[config.mk]
export PLATFORM = sky130hd
export DESIGN_NAME = ndef_record_parser_top
export DESIGN_NICKNAME = d
export VERILOG_FILES = /design/src/rtl/ndp_pkg.sv /design/src/rtl/ndp_parse.sv /design/src/rtl/ndp_queue.sv /design/src/rtl/ndef_record_parser_top.sv
export SDC_FILE = /design/constraint.sdc
export NUM_CORES = 1
export LEC_CHECK = 0
export ABC_AREA = 1
export BUFFER_PORTS_ARGS = -buffer_cell sky130_fd_sc_hd__buf_4
export CAP_MARGIN = 20
export CORE_MARGIN = 2
export CORE_UTILIZATION = 50
export DETAILED_ROUTE_END_ITERATION = 10
export PLACE_DENSITY = 0.7
export SKIP_CTS_REPAIR_TIMING = 1
export SLEW_MARGIN = 20
export SYNTH_ARGS = -nofsm -noshare
export SYNTH_HDL_FRONTEND = slang
export SYNTH_SLANG_ARGS = --single-unit
[constraint.sdc]
create_clock -name clk -period 6.3 [get_ports clk]
set_input_delay 1.26 -clock clk [delete_from_list [all_inputs] [get_ports clk]]
set_output_delay 1.26 -clock clk [all_outputs]
set_load 0.005 [all_outputs]
[src/rtl/ndp_pkg.sv]
`timescale 1ns / 1ps

package ndp_pkg;

  // Field tags carried with every byte.
  localparam logic [2:0] TAG_HEADER  = 3'd0;
  localparam logic [2:0] TAG_TYPELEN = 3'd1;
  localparam logic [2:0] TAG_PAYLEN  = 3'd2;
  localparam logic [2:0] TAG_IDLEN   = 3'd3;
  localparam logic [2:0] TAG_TYPE    = 3'd4;
  localparam logic [2:0] TAG_ID      = 3'd5;
  localparam logic [2:0] TAG_PAYLOAD = 3'd6;
  localparam logic [2:0] TAG_IGNORED = 3'd7;

  // Record status codes reported on the last byte.
  localparam logic [2:0] ST_OK         = 3'd0;
  localparam logic [2:0] ST_SHORT      = 3'd1;
  localparam logic [2:0] ST_PAYLEN_TR  = 3'd2;
  localparam logic [2:0] ST_IDLEN_TR   = 3'd3;
  localparam logic [2:0] ST_TYPE_TR    = 3'd4;
  localparam logic [2:0] ST_BAD_CHAR   = 3'd5;
  localparam logic [2:0] ST_ID_TR      = 3'd6;
  localparam logic [2:0] ST_PAYLOAD_TR = 3'd7;

  localparam logic [2:0] MIN_BYTES = 3'd4;
  localparam logic [7:0] CTRL_MAX  = 8'd31;
  localparam logic [7:0] DEL_CODE  = 8'd127;

  typedef struct packed {
    logic [7:0]  byte_out;
    logic [2:0]  field_tag;
    logic        record_done;
    logic [2:0]  status;
    logic [7:0]  header_flags;
    logic [7:0]  type_len;
    logic [7:0]  id_len;
    logic [31:0] payload_len;
  } result_t;

endpackage

[src/rtl/ndp_parse.sv]
`timescale 1ns / 1ps

module ndp_parse import ndp_pkg::*; (
  input  logic       clk,
  input  logic       rst_n,
  input  logic       acc,
  input  logic [7:0] data_byte,
  input  logic       last_byte,
  output result_t    res
);

  typedef enum logic [2:0] {
    PH_HEADER  = 3'd0,
    PH_TYPELEN = 3'd1,
    PH_PAYLEN  = 3'd2,
    PH_IDLEN   = 3'd3,
    PH_TYPE    = 3'd4,
    PH_ID      = 3'd5,
    PH_PAYLOAD = 3'd6,
    PH_DONE    = 3'd7
  } phase_t;

  typedef struct packed {
    phase_t      phase;
    logic [31:0] remaining;
  } walk_t;

  phase_t      phase_r, phase_nxt;
  logic [2:0]  bytes_seen_r, bytes_seen_nxt;
  logic [31:0] remaining_r, remaining_nxt;
  logic [1:0]  len_idx_r, len_idx_nxt;
  logic [7:0]  header_r, header_nxt;
  logic [7:0]  type_len_r, type_len_nxt;
  logic [7:0]  id_len_r, id_len_nxt;
  logic [31:0] pay_len_r, pay_len_nxt;
  logic        bad_char_r, bad_char_nxt;
  logic [2:0]  err_r, err_nxt;
  logic [2:0]  status;
  walk_t       walk;

  function automatic walk_t enter_payload(input logic [31:0] plen);
    walk_t w;
    if (plen != 32'd0) begin
      w.phase     = PH_PAYLOAD;
      w.remaining = plen;
    end else begin
      w.phase     = PH_DONE;
      w.remaining = 32'd0;
    end
    return w;
  endfunction

  function automatic walk_t enter_id(input logic [7:0] ilen, input logic [31:0] plen);
    walk_t w;
    if (ilen != 8'd0) begin
      w.phase     = PH_ID;
      w.remaining = {24'd0, ilen};
    end else begin
      w = enter_payload(plen);
    end
    return w;
  endfunction

  function automatic walk_t enter_type(input logic [7:0] tlen, input logic [7:0] ilen,
                                       input logic [31:0] plen);
    walk_t w;
    if (tlen != 8'd0) begin
      w.phase     = PH_TYPE;
      w.remaining = {24'd0, tlen};
    end else begin
      w = enter_id(ilen, plen);
    end
    return w;
  endfunction

  always_comb begin
    phase_nxt      = phase_r;
    remaining_nxt  = remaining_r;
    len_idx_nxt    = len_idx_r;
    header_nxt     = header_r;
    type_len_nxt   = type_len_r;
    id_len_nxt     = id_len_r;
    pay_len_nxt    = pay_len_r;
    bad_char_nxt   = bad_char_r;
    err_nxt        = err_r;
    bytes_seen_nxt = bytes_seen_r;
    walk           = '{phase: PH_DONE, remaining: 32'd0};

    if (bytes_seen_r < MIN_BYTES) begin
      bytes_seen_nxt = bytes_seen_r + 3'd1;
    end

    unique case (phase_r)
      PH_HEADER: begin
        header_nxt = data_byte;
        phase_nxt  = PH_TYPELEN;
      end
      PH_TYPELEN: begin
        type_len_nxt = data_byte;
        pay_len_nxt  = 32'd0;
        len_idx_nxt  = 2'd0;
        phase_nxt    = PH_PAYLEN;
      end
      PH_PAYLEN: begin
        if (header_r[4]) begin
          pay_len_nxt = {24'd0, data_byte};
        end else begin
          pay_len_nxt = {pay_len_r[23:0], data_byte};
          len_idx_nxt = len_idx_r + 2'd1;
        end
        // The length is complete after one byte in a short record, else after four.
        if (header_r[4] || len_idx_r == 2'd3) begin
          if (header_r[3]) begin
            phase_nxt = PH_IDLEN;
          end else begin
            walk          = enter_type(type_len_r, id_len_r, pay_len_nxt);
            phase_nxt     = walk.phase;
            remaining_nxt = walk.remaining;
          end
        end
      end
      PH_IDLEN: begin
        id_len_nxt    = data_byte;
        walk          = enter_type(type_len_r, data_byte, pay_len_r);
        phase_nxt     = walk.phase;
        remaining_nxt = walk.remaining;
      end
      PH_TYPE: begin
        if (data_byte <= CTRL_MAX || data_byte == DEL_CODE) begin
          bad_char_nxt = 1'b1;
        end
        remaining_nxt = remaining_r - 32'd1;
        if (remaining_r == 32'd1) begin
          if (bad_char_nxt) begin
            err_nxt   = ST_BAD_CHAR;
            phase_nxt = PH_DONE;
          end else begin
            walk          = enter_id(id_len_r, pay_len_r);
            phase_nxt     = walk.phase;
            remaining_nxt = walk.remaining;
          end
        end
      end
      PH_ID: begin
        remaining_nxt = remaining_r - 32'd1;
        if (remaining_r == 32'd1) begin
          walk          = enter_payload(pay_len_r);
          phase_nxt     = walk.phase;
          remaining_nxt = walk.remaining;
        end
      end
      PH_PAYLOAD: begin
        remaining_nxt = remaining_r - 32'd1;
        if (remaining_r == 32'd1) begin
          phase_nxt = PH_DONE;
        end
      end
      PH_DONE: begin
        phase_nxt = PH_DONE;
      end
      default: begin
        phase_nxt = PH_DONE;
      end
    endcase
  end

  always_comb begin
    status = ST_OK;
    if (last_byte) begin
      if (bytes_seen_nxt < MIN_BYTES) begin
        status = ST_SHORT;
      end else begin
        unique case (phase_nxt)
          PH_PAYLEN:  status = ST_PAYLEN_TR;
          PH_IDLEN:   status = ST_IDLEN_TR;
          PH_TYPE:    status = ST_TYPE_TR;
          PH_ID:      status = ST_ID_TR;
          PH_PAYLOAD: status = ST_PAYLOAD_TR;
          PH_DONE:    status = err_nxt;
          default:    status = ST_SHORT;
        endcase
      end
    end
  end

  assign res.byte_out     = data_byte;
  assign res.field_tag    = phase_r;
  assign res.record_done  = last_byte;
  assign res.status       = status;
  assign res.header_flags = header_nxt;
  assign res.type_len     = type_len_nxt;
  assign res.id_len       = id_len_nxt;
  assign res.payload_len  = pay_len_nxt;

  // The last byte closes the record, so the next byte starts from reset state.
  always_ff @(posedge clk) begin
    if (!rst_n || (acc && last_byte)) begin
      phase_r      <= PH_HEADER;
      bytes_seen_r <= 3'd0;
      remaining_r  <= 32'd0;
      len_idx_r    <= 2'd0;
      header_r     <= 8'd0;
      type_len_r   <= 8'd0;
      id_len_r     <= 8'd0;
      pay_len_r    <= 32'd0;
      bad_char_r   <= 1'b0;
      err_r        <= ST_OK;
    end else if (acc) begin
      phase_r      <= phase_nxt;
      bytes_seen_r <= bytes_seen_nxt;
      remaining_r  <= remaining_nxt;
      len_idx_r    <= len_idx_nxt;
      header_r     <= header_nxt;
      type_len_r   <= type_len_nxt;
      id_len_r     <= id_len_nxt;
      pay_len_r    <= pay_len_nxt;
      bad_char_r   <= bad_char_nxt;
      err_r        <= err_nxt;
    end
  end

  a_restart: assert property (@(posedge clk) disable iff (!rst_n)
    (acc && last_byte) |=> (phase_r == PH_HEADER && bytes_seen_r == 3'd0))
    else $error("parser did not restart after the last byte");

  a_status_idle: assert property (@(posedge clk) disable iff (!rst_n)
    !res.record_done |-> (res.status == ST_OK))
    else $error("status reported without record end");

  a_bytes_sat: assert property (@(posedge clk) disable iff (!rst_n)
    bytes_seen_r <= MIN_BYTES)
    else $error("byte count passed its saturation point");

endmodule

[src/rtl/ndp_queue.sv]
`timescale 1ns / 1ps

module ndp_queue import ndp_pkg::*; #(
  parameter int DEPTH = 4
) (
  input  logic    clk,
  input  logic    rst_n,
  input  logic    wr_en,
  input  result_t wr_data,
  input  logic    rd_en,
  output result_t rd_data,
  output logic    full,
  output logic    empty
);

  localparam int PTR_W = (DEPTH > 1) ? $clog2(DEPTH) : 1;
  localparam int CNT_W = $clog2(DEPTH + 1);

  result_t              mem [DEPTH];
  logic [PTR_W-1:0]     wr_ptr_r, wr_ptr_nxt;
  logic [PTR_W-1:0]     rd_ptr_r, rd_ptr_nxt;
  logic [CNT_W-1:0]     count_r, count_nxt;

  assign full    = (count_r == CNT_W'(DEPTH));
  assign empty   = (count_r == '0);
  assign rd_data = mem[rd_ptr_r];

  always_comb begin
    wr_ptr_nxt = wr_ptr_r;
    rd_ptr_nxt = rd_ptr_r;
    count_nxt  = count_r;
    if (wr_en) begin
      wr_ptr_nxt = (wr_ptr_r == PTR_W'(DEPTH - 1)) ? '0 : wr_ptr_r + PTR_W'(1);
    end
    if (rd_en) begin
      rd_ptr_nxt = (rd_ptr_r == PTR_W'(DEPTH - 1)) ? '0 : rd_ptr_r + PTR_W'(1);
    end
    if (wr_en && !rd_en) begin
      count_nxt = count_r + CNT_W'(1);
    end else if (rd_en && !wr_en) begin
      count_nxt = count_r - CNT_W'(1);
    end
  end

  always_ff @(posedge clk) begin
    if (!rst_n) begin
      wr_ptr_r <= '0;
      rd_ptr_r <= '0;
      count_r  <= '0;
    end else begin
      wr_ptr_r <= wr_ptr_nxt;
      rd_ptr_r <= rd_ptr_nxt;
      count_r  <= count_nxt;
    end
  end

  always_ff @(posedge clk) begin
    if (wr_en) begin
      mem[wr_ptr_r] <= wr_data;
    end
  end

  a_no_overflow: assert property (@(posedge clk) disable iff (!rst_n)
    !(wr_en && full))
    else $error("write into a full queue");

  a_no_underflow: assert property (@(posedge clk) disable iff (!rst_n)
    !(rd_en && empty))
    else $error("read from an empty queue");

  a_count_bound: assert property (@(posedge clk) disable iff (!rst_n)
    count_r <= CNT_W'(DEPTH))
    else $error("queue count out of range");

endmodule

[src/rtl/ndef_record_parser_top.sv]
`timescale 1ns / 1ps
// A pushed byte's result is written into the queue at the push edge; if the queue was empty,
// it is then at the queue head and can be popped in the next cycle.
// Throughput: one byte per cycle while in_full is low, set by the parser state update.
// A result queue of QUEUE_DEPTH entries lets the parser keep going while the consumer stalls.
// Reset (synchronous, rst_n low) returns the parser to the header phase and empties the queue.

module ndef_record_parser_top import ndp_pkg::*; #(
  parameter int QUEUE_DEPTH = 4
) (
  input  logic        clk,
  input  logic        rst_n,
  input  logic        in_push,
  output logic        in_full,
  input  logic [7:0]  in_data_byte,
  input  logic        in_last_byte,
  output logic        out_empty,
  input  logic        out_pop,
  output logic [7:0]  out_byte_out,
  output logic [2:0]  out_field_tag,
  output logic        out_record_done,
  output logic [2:0]  out_status,
  output logic [7:0]  out_header_flags,
  output logic [7:0]  out_type_len,
  output logic [7:0]  out_id_len,
  output logic [31:0] out_payload_len
);

  logic    in_acc;
  logic    out_acc;
  result_t parse_res;
  result_t head;

  assign in_acc  = in_push && !in_full;
  assign out_acc = out_pop && !out_empty;

  ndp_parse u_parse (
    .clk       (clk),
    .rst_n     (rst_n),
    .acc       (in_acc),
    .data_byte (in_data_byte),
    .last_byte (in_last_byte),
    .res       (parse_res)
  );

  ndp_queue #(
    .DEPTH (QUEUE_DEPTH)
  ) u_queue (
    .clk     (clk),
    .rst_n   (rst_n),
    .wr_en   (in_acc),
    .wr_data (parse_res),
    .rd_en   (out_acc),
    .rd_data (head),
    .full    (in_full),
    .empty   (out_empty)
  );

  assign out_byte_out     = head.byte_out;
  assign out_field_tag    = head.field_tag;
  assign out_record_done  = head.record_done;
  assign out_status       = head.status;
  assign out_header_flags = head.header_flags;
  assign out_type_len     = head.type_len;
  assign out_id_len       = head.id_len;
  assign out_payload_len  = head.payload_len;

endmodule
==> results of run 1 <==
==> placed cells by master (no fill, tap or decap), drive strengths merged, types with 4 or more instances in the layout <==
cell | Yosys | layout
a31oi | 4 | 4
inv | 168 | 168
buf | 21 | 100
edfxtp | 284 | 284
ha | 10 | 10
dfxtp | 109 | 109
o31ai | 7 | 7
bufinv | 0 | 5
o21a | 8 | 8
nor3 | 32 | 32
nand4 | 21 | 21
o21ai | 245 | 245
clkinv | 1 | 10
clkbuf | 77 | 60
xor2 | 14 | 14
a21oi | 87 | 87
nand2 | 222 | 222
a211oi | 33 | 33
nand3 | 66 | 66
o22ai | 101 | 101
o211ai | 13 | 13
nor2 | 334 | 334
==> sequential cells by signal, indices dropped and copies added (netlist names), named ones only <==
| name | flops |
|---|---|
| u_queue.rd_ptr_r | 2 |
| u_queue.mem | 284 |
| u_parse.bytes_seen_r | 3 |
| u_parse.len_idx_r | 2 |
| u_parse.bad_char_r | 1 |
| u_parse.header_r | 8 |
| u_queue.wr_ptr_r | 2 |
| u_parse.pay_len_r | 32 |
| u_parse.remaining_r | 32 |
| u_parse.err_r | 3 |
| u_parse.type_len_r | 8 |
| u_parse.id_len_r | 8 |
| u_parse.phase_r | 3 |
| u_queue.count_r | 3 |
==> power groups by stage <==
stage                     Clock [mW]  Sequential, mW  Combinational, mW
after global placement             0            3.42               2.58
after CTS                       2.54            3.38               2.64
after floorplan                    0            3.36               1.61
after global routing            2.64            3.41               2.93
final                           2.52            3.38               2.64
after detailed placement           0            3.43               2.63
==> metal layers <==
layer | share of wire | vias up
li1 | - | 6618
met1 | 0.43 | 6675
met2 | 0.46 | 576
met3 | 0.078 | 85
met4 | 0.032 | 2
met5 | 0.00015 | -
==> cells by family after synthesis <==
kind of cell    count (synthesis)  synth area share
fa+ha+maj                      11           0.00819
buf+inv                       267            0.0592
xor+xnor                       16           0.00790
compound gates                504             0.161
simple gates                  678             0.160
flops                         393             0.604
==> tightest hold or removal path, stage by stage (launching register included) <==
cell	delay, ps
sky130_fd_sc_hd__dfxtp_1	300
sky130_fd_sc_hd__inv_1	60
sky130_fd_sc_hd__a21oi_1	60
==> layout make-up <==
cell class | instances | area [um^2]
clock buffers | 60 | 1190
clock inverters | 15 | 218
fillers | 2926 | 14600
inverters | 169 | 641
multi-input cells | 1209 | 6010
flip-flops and latches | 393 | 10700
well taps | 455 | 569
repair buffers | 100 | 813
==> synth_stat cells, types with 14 or more instances <==
library cell	number	area, um^2
sky130_fd_sc_hd__a211oi_1	33	248
sky130_fd_sc_hd__a21oi_1	86	430
sky130_fd_sc_hd__clkbuf_1	77	289
sky130_fd_sc_hd__dfxtp_1	109	2180
sky130_fd_sc_hd__edfxtp_1	284	8530
sky130_fd_sc_hd__inv_1	155	582
sky130_fd_sc_hd__nand2_1	213	800
sky130_fd_sc_hd__nand3_1	66	330
sky130_fd_sc_hd__nand4_1	21	131
sky130_fd_sc_hd__nor2_1	321	1200
sky130_fd_sc_hd__nor3_1	29	145
sky130_fd_sc_hd__o21ai_0	235	1180
sky130_fd_sc_hd__o22ai_1	101	632
sky130_fd_sc_hd__xor2_1	14	123
==> worst max-delay path by stage <==
stage,slack [ps],startpoint,end,cells after the start
5_1_grt,1990,register,out_payload_len[31],5
4_1_cts,2170,register,out_payload_len[31],5
3_5_place_dp,2200,in_push,u_parse.remaining_r[20],12
6_report,2230,register,out_payload_len[31],4
2_1_floorplan,780,in_push,u_queue.mem[0][0],6
3_3_place_gp,2260,in_push,u_queue.mem[0][69],7
==> results.yml, run 1 <==
run_status:
  status: "completed"
sta:
  clock-skew-final_ps: 22.1
  fin_crit_sh: 0.647
  setup_viol: 0
  clock.fmax_mhz: 246
  holdWs_ps: 463
  slew-limit-headroom: 0.279
  worst_slew_pin_slew_ps: 1080
  report.final.hold_viol_count: 0
  tns_ps: 0
  post-route-min-period_ps: 4070
  drv_slew: 0
  post-route-worst-setup-slack_ps: 2230
  grt_setup_unrepaired: "no"
floorplan:
  initial_utilization: 0.511
  top_level_ports: 86
  area_of_the_die_mm2: 0.0370
  core_area_mm2: 0.0347
  die_w_um: 192
  row_count: 68
  die_h_um: 192
critical_path:
  crit_path_top_cell_by_count: "sky130_fd_sc_hd__buf_4"
  cpMaxStageDelayCell: "sky130_fd_sc_hd__dfxtp_4"
  worstPathCellList: "buf_4 > o21ai_0 > o22ai_1 > buf_4"
  regToRegEndpoint: "u_parse.remaining_r[20]"
  startpoint_type: "register"
  critical_path_fanout_max: 59
  critPathKind: "reg -> out"
  critPathCaptureType: "output pin"
  max_stage_delay_ps: 760
  crit_family: "compound AO/OA/AOI/OAI gates"
  path_buf_inv: 2
  req_time_crit_path_ps: 5040
  reg2reg_depth: 11
  worst-r2r-setup-slack_ps: 3020
  worstPathArrival_ps: 2810
  r2r_start: "u_queue.count_r[0]"
clock_tree:
  cts_made_buffers: 41
  cts.clk_slew.worst_paths_ps: 60
  clkSinkCount: 393
  worstSkewPairLatency_ps: 540
  ctsLongestPathBuffers: 3
  cts.root.buffer_cell: "sky130_fd_sc_hd__clkbuf_16"
  cts_tree: "built"
  htree_num_levels: 2
power_and_ir_drop:
  clockPowerShare: 0.295
  power.internal_mw: 5.63
  totalPowerFinal_mw: 8.54
  power.net_switching_mw: 2.90
  power_frac_comb: 0.309
  power.share.sequential: 0.396
  ir_worst_vdd_uv: 232
  power_leakage_nw: 7.64
  power_switching_share: 0.340
  power-per-cell-area_mw_per_mm2: 424
global_routing:
  grt.overflow.total: 0
  antenna_found_initial: 1
  grtUsageTotal: 0.257
  grtUsageMet3: 0.0462
  grt_pass1_vias: 13200
  grt_start_max_net_pins: 103
  grt_util_met1: 0.358
  grt_pass1_wl_um: 73600
  grt_use_met2: 0.408
  grt_most_used_layer: "met2"
drt:
  firstDrtPassIters: 6
  detail_route.wl_per_cell_um: 19.8
  drc_violations_left: 0
  drt_iter0_markers: 1587
  wirelength_um: 47400
  vias_per_cell: 5.81
  vias: 14000
  route.antenna.remaining_nets: 0
cells_and_area:
  antenna_cells: 0
  layout-area-overhead-vs-synth_pct: 13.6
  final_layout_size_suffix_gt1_frac: 0.110
  post_route_cell_area_mm2: 0.0202
  nNetsFinal: 1938
  layout.cells.non_filler: 2401
  fin_util: 0.581
yosys:
  post_synthesis_cell_count: 1869
  synth-warning-count: 0
  syn_area_mm2: 0.0177
  net_count_after_synthesis: 1893
  synth-seq-cells: 393
  synth-main-ff-cell: "sky130_fd_sc_hd__edfxtp_1"
  syn-mean-instance-area_um2: 9.49
  synth.distinct_cells: 44
  async_reset_ff_frac: 0
  synth-seq-area-share: 0.604
  synth_enable_flop_cells: 284
hold_path:
  hold_class: "reg -> reg"
  hold_path.startpoint: "u_parse.err_r[2]"
  min_path_cells: 2
  hold_end: "u_parse.err_r[2]"
placed_design:
  post-place-cells: 2326
  post-dp-hpwl_um: 30600
  placement.io_buffers: 85
  placement.cell_area_mm2: 0.0187
  place_worst_setup_slack_ps: 2200
  place.gp.congestion: 0.994
flow_run:
  maxCapViolCount: 0
(Power assumes the default switching activity.)
==> run 2, diff against run 1 <==
- clock period: 6.3 -> 4 ns (I/O delays scaled with it)
==> run 2 against run 1 <==
Critical path depth increased by 1. Global-route usage rose by 0.16 points. Clock power increased by 43%. Worst hold slack worse by 1.8 ps. First-iteration DRC count shrank 15%. Core utilization shrank 0.31 points. Via count fell by 0.37%. Critical endpoint is now out_type_len[5]. Largest power group unchanged.
==> results.yml, run 2 (synthesized netlist as in run 1, its figures left out) <==
run_status:
  status: "completed"
critical_path:
  startpoint_type: "register"
  worstPathArrival_ps: 2310
  reg2reg_depth: 12
  r2r_start: "u_parse.phase_r[1]"
  worstPathCellList: "inv_4 > buf_4 > o21ai_0 > o22ai_1 > buf_4"
  critical_path_fanout_max: 51
  req_time_crit_path_ps: 3200
  cpMaxStageDelayCell: "sky130_fd_sc_hd__buf_4"
  crit_cells: 5
  crit_family: "buffers and inverters"
  critPathKind: "reg -> out"
  crit_path_top_cell_by_count: "sky130_fd_sc_hd__buf_4"
  critPathCaptureType: "output pin"
  max_stage_delay_ps: 470
  path_buf_inv: 3
power_and_ir_drop:
  power_leakage_nw: 7.60
  ir_worst_vdd_uv: 457
  totalPowerFinal_mw: 13.1
  power-per-cell-area_mw_per_mm2: 655
sta:
  worst_slew_pin_slew_ps: 873
  holdWs_ps: 462
  drv_slew: 0
  grt_setup_unrepaired: "no"
  slew-limit-headroom: 0.417
  fin_crit_sh: 0.778
  tns_ps: 0
  post-route-min-period_ps: 3110
  clock.fmax_mhz: 321
  clock-skew-final_ps: 15.6
  setup_viol: 0
  report.final.hold_viol_count: 0
cells_and_area:
  layout_common_cells: "317 x sky130_fd_sc_hd__nor2_1, 284 x sky130_fd_sc_hd__edfxtp_1, 235 x sky130_fd_sc_hd__o21ai_0"
  nNetsFinal: 1947
  most_flops_register: "u_queue.mem"
  post_route_cell_area_mm2: 0.0200
  layout.cells.non_filler: 2409
  final_layout_size_suffix_gt1_frac: 0.110
  antenna_cells: 0
  layout-area-overhead-vs-synth_pct: 13.0
  largestRegisters: "u_queue.mem x284, u_parse.pay_len_r x32, u_parse.remaining_r x32"
  commonest_non_fill_non_tap_cell_in_the_layout: "sky130_fd_sc_hd__nor2_1"
  largest_register_ff_count: 284
clock_tree:
  clkSinkCount: 393
  cts.clk_slew.worst_paths_ps: 60
  htree_num_levels: 2
  ctsLongestPathBuffers: 3
  cts_tree: "built"
  cts_made_buffers: 41
  cts.root.buffer_cell: "sky130_fd_sc_hd__clkbuf_16"
  worstSkewPairLatency_ps: 540
drt:
  drt_iter0_markers: 1350
  vias: 13900
  wirelength_um: 47200
  route.antenna.remaining_nets: 0
  firstDrtPassIters: 7
  drc_violations_left: 0
  detail_route.wl_per_cell_um: 19.6
  vias_per_cell: 5.77
global_routing:
  grt_pass1_vias: 13300
  grtUsageTotal: 0.259
  grt_start_max_net_pins: 143
  grt.overflow.total: 0
  grt_pass1_wl_um: 74200
  antenna_found_initial: 0
placed_design:
  post-place-cells: 2335
  place.gp.congestion: 0.936
  placement.io_buffers: 85
  placement.cell_area_mm2: 0.0188
  post-dp-hpwl_um: 30100
floorplan:
  top_level_ports: 86
  die_h_um: 192
  core_area_mm2: 0.0347
  die_w_um: 192
  row_count: 68
  initial_utilization: 0.511
  area_of_the_die_mm2: 0.0370
hold_path:
  hold_path.startpoint: "u_parse.err_r[1]"
  hold_class: "reg -> reg"
  min_path_cells: 2
flow_run:
  maxCapViolCount: 0
## run 2: cell count changes in the layout (fill, tap and decap cells not counted), sizes merged
cell,change
clkinvlp,+2
clkbuf,-6
inv,+1
clkinv,+5
buf,+9
bufinv,-3
## run 2: metal layers
| metal | part of all wire | GRT usage | vias up |
|---|---|---|---|
| met5 | 0 | 0 | - |
| met4 | 0.026 | 0.0772 | 0 |
| met3 | 0.071 | 0.0451 | 93 |
| met2 | 0.46 | 0.411 | 495 |
| met1 | 0.44 | 0.365 | 6690 |
| li1 | - | - | 6627 |
## run 2: where the power goes
| part | internal, mW | switching (mW) | leakage (nW) |
|---|---|---|---|
| clock | 2.05 | 1.56 | 0.599 |
| sequential | 5.04 | 0.238 | 3.55 |
| combinational | 1.47 | 2.78 | 3.45 |
## run 2: stage by stage
| step | setup WS [ps] | utilization |
|---|---|---|
| after floorplan | -1060 | - |
| after global placement | 1120 | 0.542 |
| after detailed placement | 1060 | 0.542 |
| after CTS | 864 | 0.577 |
| after global routing | 722 | 0.577 |
| final | 886 | 0.577 |
## run 2: worst paths after layout
check | end | slack (ps)
setup / recovery | out_type_len[5] | 890
hold / removal | u_parse.err_r[1] | 460
setup reg to reg | u_parse.remaining_r[4] | 1150
hold reg to reg | u_parse.err_r[1] | 460
## run 2: tightest hold or removal path, cell delays in order (launching register included)
cell                      delay (ps)
sky130_fd_sc_hd__dfxtp_1         310
sky130_fd_sc_hd__nand3_1          70
sky130_fd_sc_hd__inv_1            40
## run 2: final cells by class
cell class / instances / area (um^2)
clock inverter: 20 / 160
timing repair buffer: 109 / 868
sequential: 393 / 10700
clock buffer: 54 / 1080
tap: 455 / 569
multi-input combinational: 1209 / 6000
fill: 2932 / 14700
inverter: 169 / 641
==> run 3, diff against run 2 <==
- PLACE_DENSITY: 0.7 -> 0.73
- clock period: 4 -> 2.5 ns (I/O delays scaled with it)
==> run 3 against run 2 <==
Final area rose by 4.4%. First-iteration DRC count rose by 41%. Count of clock-buffer cells in the layout fell by 6. Non-clock buffer count rose by 76. Sequential share of layout area fell by 2.2 points. Core utilization rose by 2.5 points.
==> results.yml, run 3 (synthesized netlist as in run 1, its figures left out) <==
floorplan:
  die_w_um: 192
  row_count: 68
  top_level_ports: 86
  die_h_um: 192
  initial_utilization: 0.511
  core_area_mm2: 0.0347
  area_of_the_die_mm2: 0.0370
power_and_ir_drop:
  power_leakage_nw: 8.09
  ir_worst_vdd_uv: 618
  power-per-cell-area_mw_per_mm2: 1050
critical_path:
  regToRegEndpoint: "u_queue.mem[2][58]"
  worst-r2r-setup-slack_ps: 160
  max_stage_delay_ps: 480
  startpoint_type: "register"
  critPathKind: "reg -> out"
  critical_path.endpoint: "out_field_tag[1]"
  critPathCaptureType: "output pin"
  reg2reg_depth: 16
  worstPathCellList: "clkbuf_16 > o21ai_0 > o22ai_1 > buf_4"
  worstPathArrival_ps: 1960
  critical_path_fanout_max: 71
  r2r_start: "u_parse.remaining_r[0]"
  cpMaxStageDelayCell: "sky130_fd_sc_hd__dfxtp_4"
  req_time_crit_path_ps: 2000
global_routing:
  grtUsageTotal: 0.265
  grt.overflow.total: 0
  grt_pass1_wl_um: 75400
  grt_pass1_vias: 13400
  antenna_found_initial: 0
  grt_start_max_net_pins: 143
sta:
  worst_slew_pin_slew_ps: 1060
  drv_slew: 0
  report.final.hold_viol_count: 0
  grt_setup_unrepaired: "yes"
  clock.fmax_mhz: 407
  fin_crit_sh: 0.983
  tns_ps: 0
  setup_viol: 0
  clock-skew-final_ps: 13.2
  slew-limit-headroom: 0.284
  post-route-min-period_ps: 2460
drt:
  detail_route.wl_per_cell_um: 20.1
  firstDrtPassIters: 6
  vias: 14400
  drc_violations_left: 0
  vias_per_cell: 5.82
  wirelength_um: 49900
  drt_iter0_markers: 1897
  route.antenna.remaining_nets: 0
cells_and_area:
  layout_common_cells: "317 x sky130_fd_sc_hd__nor2_1, 284 x sky130_fd_sc_hd__edfxtp_1, 235 x sky130_fd_sc_hd__o21ai_0"
  antenna_cells: 0
  final_layout_size_suffix_gt1_frac: 0.150
  nNetsFinal: 2021
  num-fill-cells: 2847
  post_route_cell_area_mm2: 0.0209
  layout-area-overhead-vs-synth_pct: 18.0
  most_flops_register: "u_queue.mem"
  commonest_non_fill_non_tap_cell_in_the_layout: "sky130_fd_sc_hd__nor2_1"
  largest_register_ff_count: 284
  largestRegisters: "u_queue.mem x284, u_parse.pay_len_r x32, u_parse.remaining_r x32"
clock_tree:
  cts_made_buffers: 39
  cts.clk_slew.worst_paths_ps: 70
  worstSkewPairLatency_ps: 530
  ctsLongestPathBuffers: 3
  cts.root.buffer_cell: "sky130_fd_sc_hd__clkbuf_16"
  clkSinkCount: 393
  cts_tree: "built"
  htree_num_levels: 2
placed_design:
  post-dp-hpwl_um: 34000
  place.gp.congestion: 0.971
  placement.cell_area_mm2: 0.0195
  placement.io_buffers: 85
hold_path:
  hold_path.startpoint: "in_data_byte[7]"
  hold_class: "in -> reg"
run_status:
  status: "completed"
flow_run:
  maxCapViolCount: 0
## run 3: final cells by class
type,instances,area (um^2),share of cell area
tap,455,569,0.0272
inverter,169,657,0.0314
clock inverter,23,236,0.0113
clock buffer,48,1050,0.0502
multi-input combinational,1209,6040,0.288
sequential,393,10700,0.512
timing repair buffer,185,1650,0.0789
## run 3: worst min path at each step
stage | endpoint | depth (start not counted)
final | u_queue.mem[0][70] | 1
after floorplan | u_parse.err_r[1] | 2
after CTS | u_queue.mem[3][70] | 1
after global routing | u_queue.mem[3][70] | 1
after global placement | u_parse.err_r[1] | 2
after detailed placement | u_parse.remaining_r[1] | 2
## run 3: worst max-delay path: cells and delay by family (launching register included)
kind	cells	cell delay [ps]
DFF	1	480
buffers and inverters	2	500
AOI/OAI and AO/OA	2	360
## run 3: report_power, final
| part | internal [mW] | switching (mW) | total, mW |
|---|---|---|---|
| clock | 3.43 | 2.47 | 5.89 |
| combinational | 2.82 | 4.69 | 7.51 |
| sequential | 8.06 | 0.426 | 8.48 |
## run 3: per-stage QoR
step | hold WS (ps) | cells | power, mW | setup slack (ps) | util
after floorplan | 433 | 1869 | 12.5 | -46.5 | -
after global placement | 445 | 2409 | 15.7 | 249 | 0.563
after detailed placement | 456 | 2409 | 15.9 | 194 | 0.563
after CTS | 199 | 2480 | 21.7 | -194 | 0.600
after global routing | 210 | 2482 | 23.0 | -9.44 | 0.603
final | 219 | 2482 | 21.9 | 43.6 | 0.603
## run 3: layer usage
layer  global-route usage  part of all wire
met3               0.0409             0.089
met1                0.399              0.45
met4               0.0652             0.018
met5                    0                 0
met2                0.402              0.44
